$ cat config.mk
export PLATFORM = sky130hd
export DESIGN_NAME = sactr_policy
export DESIGN_NICKNAME = d
export VERILOG_FILES = /design/src/rtl/sactr_pkg.sv /design/src/rtl/sactr_policy.sv
export SDC_FILE = /design/constraint.sdc
export NUM_CORES = 1
export LEC_CHECK = 0
export ABC_AREA = 1
export BUFFER_PORTS_ARGS = -buffer_cell sky130_fd_sc_hd__buf_4
export CORE_AREA = 2 2 166 168
export DETAILED_ROUTE_END_ITERATION = 12
export DIE_AREA = 0 0 168 170
export SLEW_MARGIN = 20
export SYNTH_ARGS = -nofsm -noshare
export SYNTH_HDL_FRONTEND = slang
export SYNTH_SLANG_ARGS = --single-unit
$ cat constraint.sdc
create_clock -name vclk -period 18.9
set_input_delay 3.78 -clock vclk [all_inputs]
set_output_delay 3.78 -clock vclk [all_outputs]
set_load 0.02 [all_outputs]
$ cat src/rtl/sactr_pkg.sv
// shared types and constants of the set-associative cache tag and replacement block
// no dependencies

package sactr_pkg;

    localparam int ADDR_W  = 64;
    localparam int WAY_W   = 2;
    localparam int TOTAL_W = 32;
    localparam int POL_W   = 2;

    localparam logic [POL_W-1:0] POL_LRU  = 2'd0;
    localparam logic [POL_W-1:0] POL_LFU  = 2'd1;
    localparam logic [POL_W-1:0] POL_FIFO = 2'd2;

    localparam logic [TOTAL_W-1:0] TOTAL_MAX = '1;

    typedef enum logic [1:0] {
        ST_CLEAR,
        ST_IDLE,
        ST_LOOK
    } t_state;

    typedef struct packed {
        logic hit;
        logic evicted;
    } t_look_stat;

endpackage

$ cat src/rtl/sactr_policy.sv
// tag compare, victim choice and policy row update for one set
// depends on sactr_pkg

module sactr_policy #(
    parameter int WAYS       = 4,
    parameter int COUNT_BITS = 16,
    parameter int TAG_BITS   = 52,
    parameter int WB         = 2
) (
    input  logic [sactr_pkg::POL_W-1:0]       i_policy,
    input  logic [TAG_BITS-1:0]               i_tag,
    input  logic [WAYS-1:0][TAG_BITS-1:0]     i_tags,
    input  logic [WAYS-1:0]                   i_valid,
    input  logic [WAYS-1:0][WB-1:0]           i_order,
    input  logic [WAYS-1:0][COUNT_BITS-1:0]   i_cnt,
    input  logic [WB-1:0]                     i_fifo,
    output logic [WB-1:0]                     o_way,
    output sactr_pkg::t_look_stat             o_stat,
    output logic [WAYS-1:0]                   o_valid,
    output logic [WAYS-1:0][WB-1:0]           o_order,
    output logic [WAYS-1:0][COUNT_BITS-1:0]   o_cnt,
    output logic [WB-1:0]                     o_fifo
);
    import sactr_pkg::*;

    logic                  hit;
    logic [WB-1:0]         hit_way;
    logic                  free;
    logic [WB-1:0]         free_way;
    logic [WB-1:0]         lfu_way;
    logic [COUNT_BITS-1:0] lfu_cnt;
    logic [WB-1:0]         fifo_inc;
    logic [WB-1:0]         victim;
    logic [WB-1:0]         way;
    logic [WB-1:0]         pos;
    logic                  pos_found;

    always_comb begin
        hit      = 1'b0;
        hit_way  = '0;
        free     = 1'b0;
        free_way = '0;
        lfu_way  = '0;
        lfu_cnt  = i_cnt[0];
        for (int i = 0; i < WAYS; i++) begin
            if (!hit && i_valid[i] && i_tags[i] == i_tag) begin
                hit     = 1'b1;
                hit_way = WB'(i);
            end
            if (!free && !i_valid[i]) begin
                free     = 1'b1;
                free_way = WB'(i);
            end
        end
        for (int i = 1; i < WAYS; i++) begin
            if (i_cnt[i] < lfu_cnt) begin
                lfu_cnt = i_cnt[i];
                lfu_way = WB'(i);
            end
        end
    end

    assign fifo_inc = (i_fifo == WB'(WAYS - 1)) ? '0 : i_fifo + WB'(1);

    always_comb begin
        case (i_policy)
            POL_LFU:  victim = lfu_way;
            POL_FIFO: victim = i_fifo;
            default:  victim = i_order[0];
        endcase
    end

    assign way = hit ? hit_way : (free ? free_way : victim);

    always_comb begin
        pos       = WB'(WAYS - 1);
        pos_found = 1'b0;
        for (int i = 0; i < WAYS; i++) begin
            if (!pos_found && i_order[i] == way) begin
                pos       = WB'(i);
                pos_found = 1'b1;
            end
        end
        o_order = i_order;
        for (int i = 0; i < WAYS - 1; i++) begin
            if (WB'(i) >= pos) begin
                o_order[i] = i_order[i + 1];
            end
        end
        o_order[WAYS-1] = way;
    end

    always_comb begin
        o_valid = i_valid;
        o_cnt   = i_cnt;
        o_fifo  = i_fifo;
        if (hit) begin
            if (i_cnt[way] != '1) begin
                o_cnt[way] = i_cnt[way] + COUNT_BITS'(1);
            end
        end else begin
            o_valid[way] = 1'b1;
            o_cnt[way]   = '0;
            if (!free && i_policy == POL_FIFO) begin
                o_fifo = fifo_inc;
            end
        end
    end

    assign o_way          = way;
    assign o_stat.hit     = hit;
    assign o_stat.evicted = !hit && !free;

endmodule

==> summary.md <==
| Metric | Value |
|---|---|
| Max-slew violations | 0 |
| Largest net degree at the start of global routing | 71 |
| Simple-gate share of the synthesized area | 60.4% |
| Post-Synth XOR/XNOR Area | 6.59% |
| PnR worst setup slack | 3.05 ns |
| Syn Area/Cell | 5.07 µm² |
| Crit end category | output port |
| Yosys cell types | 53 |
| Most frequent CP cell | nand2_1 |
| Met1 Usage GRT | 52.4% |
| Wire per inst | 24.9 µm |
| Synth Cell Area | 0.00904 mm² |
| Nets@finish | 2545 |
| Worst slack, placed | 3.29 ns |
| CP peak stage delay | 0.83 ns |
| Total gr overflow | 0 |
| Final hold violations | 0 |
| Actual slew at the worst max-slew pin | 0.946 ns |
| Sequential share of the synthesized area | 0% |
| Busiest grt layer | met2 |
| Share of cells above drive strength 1 | 24.1% |
| Fmax | 0.0631 GHz |
| Worst path slowest cell | nor2_1 |
| Starting Density | 33.9% |
| DRC Markers | 0 |
| Vias in the first global route | 13900 |
| Max-cap violations | 0 |
| Post-Synth Adder-Cell Area | 6.92% |
| DR pass1 iterations | 5 |
| Vias | 14600 |
| Peak VDD IR | 19.7 µV |
| RSZ-0062 raised after global routing | false |
| M3 GR Usage | 5.86% |
| Power per cell area | 31.1 mW/mm² |
| WP data required | 15.12 ns |
| Lkg Pwr | 6.83 nW |
| Final-layout fill cell count | 3016 |
| Wire length of the first global-routing pass | 88800 µm |
| Mux contribution to synthesized area | 0.125% |
| Vias per cell | 5.84 |
| Min Tclk post-route | 15.85 ns |
| Setup Viol. Count Final | 0 |
| Area growth syn-to-layout | 36.8% |
| Cells after Synth | 1782 |
| IO Port Bufs | 422 |
| GRT Resource Usage Total | 41.9% |
| GP Congestion | 1.11 |
| WL final | 62200 µm |
| Core area | 0.0267 mm² |
| Crit-path max FO | 35 |
| Yosys Warn Count | 0 |
| Fin Setup TNS | 0 ns |
| Crit path launch type | input pin |
| Fin crit share | 83.9% |
| Register area | 0 µm² |
| GR Util met2 | 71.6% |
| Die height | 170 µm |
| Die ar. | 0.0286 mm² |
| # IOs | 422 |
| Slew HR | 36.7% |
| CTS hold repair buffers | 0 |
| WS Path Type | in2out |
| Die width | 168 µm |
| Syn nets | 2172 |
| Post-synthesis compound-gate area fraction | 11.7% |
| Row cnt | 60 |
| CLK BUF | 0 |
| Post-DP HPWL | 54000 µm |
| Seq cells | 0 |
| Largest family of logic cells by synthesized area | simple AND/OR/NAND/NOR gates |
| Min-delay worst type | in2out |
| Gates resized, CTS repair | 0 |
| Status | finished, final reports clean |
| Final ANT Viol Nets | 0 |
| Antenna violations before repair | 4 |
| Starting DRT DRC Count | 1949 |
| Postcts setup bufs | 0 |
| Arrival @ worst endpoint | 12.07 ns |
cell usage after synthesis, drive strengths merged, types with 2 or more instances:
| cell type | n | share of area, % |
|---|---|---|
| nor3b | 8 | 0.66 |
| xnor2 | 22 | 2.1 |
| nor4 | 45 | 3.1 |
| clkinv | 5 | 0.21 |
| o211ai | 2 | 0.17 |
| xor2 | 46 | 4.5 |
| or3 | 2 | 0.14 |
| nor3 | 29 | 1.6 |
| or4 | 7 | 0.58 |
| nand2 | 529 | 22 |
| nor2 | 205 | 9.6 |
| ha | 50 | 6.9 |
| o2111a | 3 | 0.37 |
| nor4b | 7 | 0.68 |
| nand3b | 3 | 0.25 |
| a211oi | 8 | 0.66 |
| or2 | 34 | 2.4 |
| clkbuf | 29 | 1.2 |
| a2111oi | 15 | 1.5 |
| o21ai | 71 | 3.9 |
| inv | 258 | 11 |
| o21bai | 3 | 0.25 |
| nand3 | 241 | 14 |
| nand4 | 71 | 4.9 |
| a2111o | 3 | 0.37 |
| buf | 26 | 2.2 |
| and3 | 2 | 0.14 |
| o22ai | 8 | 0.55 |
| o2111ai | 17 | 1.6 |
| a21oi | 24 | 1.5 |
cell families (layout without fill, tap and decap cells):
| group | count (synthesis) | count (layout) |
|---|---|---|
| multiplexers | 1 | 1 |
| other | 0 | 2 |
| AO/OA/AOI/OAI | 162 | 162 |
| XOR/XNOR | 68 | 68 |
| AND/OR/NAND/NOR | 1183 | 1183 |
| adder cells (fa/ha/maj) | 50 | 50 |
| buffers and inverters | 318 | 689 |
metal layers:
metal  up-vias  wire length (µm)
met2       989             28200
met5         -                27
met4         4              3410
met1      6702             24500
li1       6679                 -
met3       196              6040
worst paths after layout:
check	start	to	slack (ns)	cells after the start
worst max-delay path	i_cnt[10]	o_cnt[54]	3.05	44
worst min-delay path	i_order[7]	o_order[5]	7.88	4
placed cells by master (no fill, tap or decap), types with 14 or more instances in the layout:
master     netlist  final
nand4_1         71     71
ha_1            50     50
o21ai_0         70     70
xnor2_1         22     22
xor2_1          46     46
a2111oi_0       14     14
nor2_1         183    183
nand3_1        233    233
nor3_1          29     29
buf_4           10    426
nand2_1        514    514
or2_2           33     33
inv_1          249    249
nor4_1          45     45
a21oi_1         23     22
o2111ai_1       17     17
nor2_2          14     14
critical path, delay by kind of cell:
family | cells | cell delay, ns
AND/OR/NAND/NOR | 27 | 4.64
AO/OA/AOI/OAI | 9 | 2.03
adder cells (fa/ha/maj) | 4 | 1.07
buffers and inverters | 4 | 0.47
stage by stage:
step | util [%] | instances | instance area, µm² | hold WS [ns] | total power [mW]
after floorplan | - | 1782 | 9040 | 7.75 | 0.200
after global placement | 46.4 | 2494 | 12400 | 7.87 | 0.373
after detailed placement | 46.4 | 2494 | 12400 | 7.87 | 0.373
after CTS | 46.4 | 2494 | 12400 | 7.87 | 0.374
after global routing | 46.4 | 2495 | 12400 | 7.93 | 0.412
final | 46.4 | 2496 | 12400 | 7.88 | 0.385
power by group:
group	switching [mW]	internal (mW)	total, mW	leakage (nW)
sequential	0	0	0	0
clock	0	0.0000000142	0.0000000142	0.0000127
combinational	0.244	0.141	0.385	6.83
layout make-up:
type / instances / area [µm²] / area share, %
timing repair buffer: 426 / 3200 / 25.9
multi-input combinational: 1464 / 7750 / 62.7
inverter: 263 / 990 / 8.00
tap: 341 / 427 / 3.45
antenna: 2 / 5.00 / 0.0405
No activity file was read; power rests on OpenSTA's default activity.
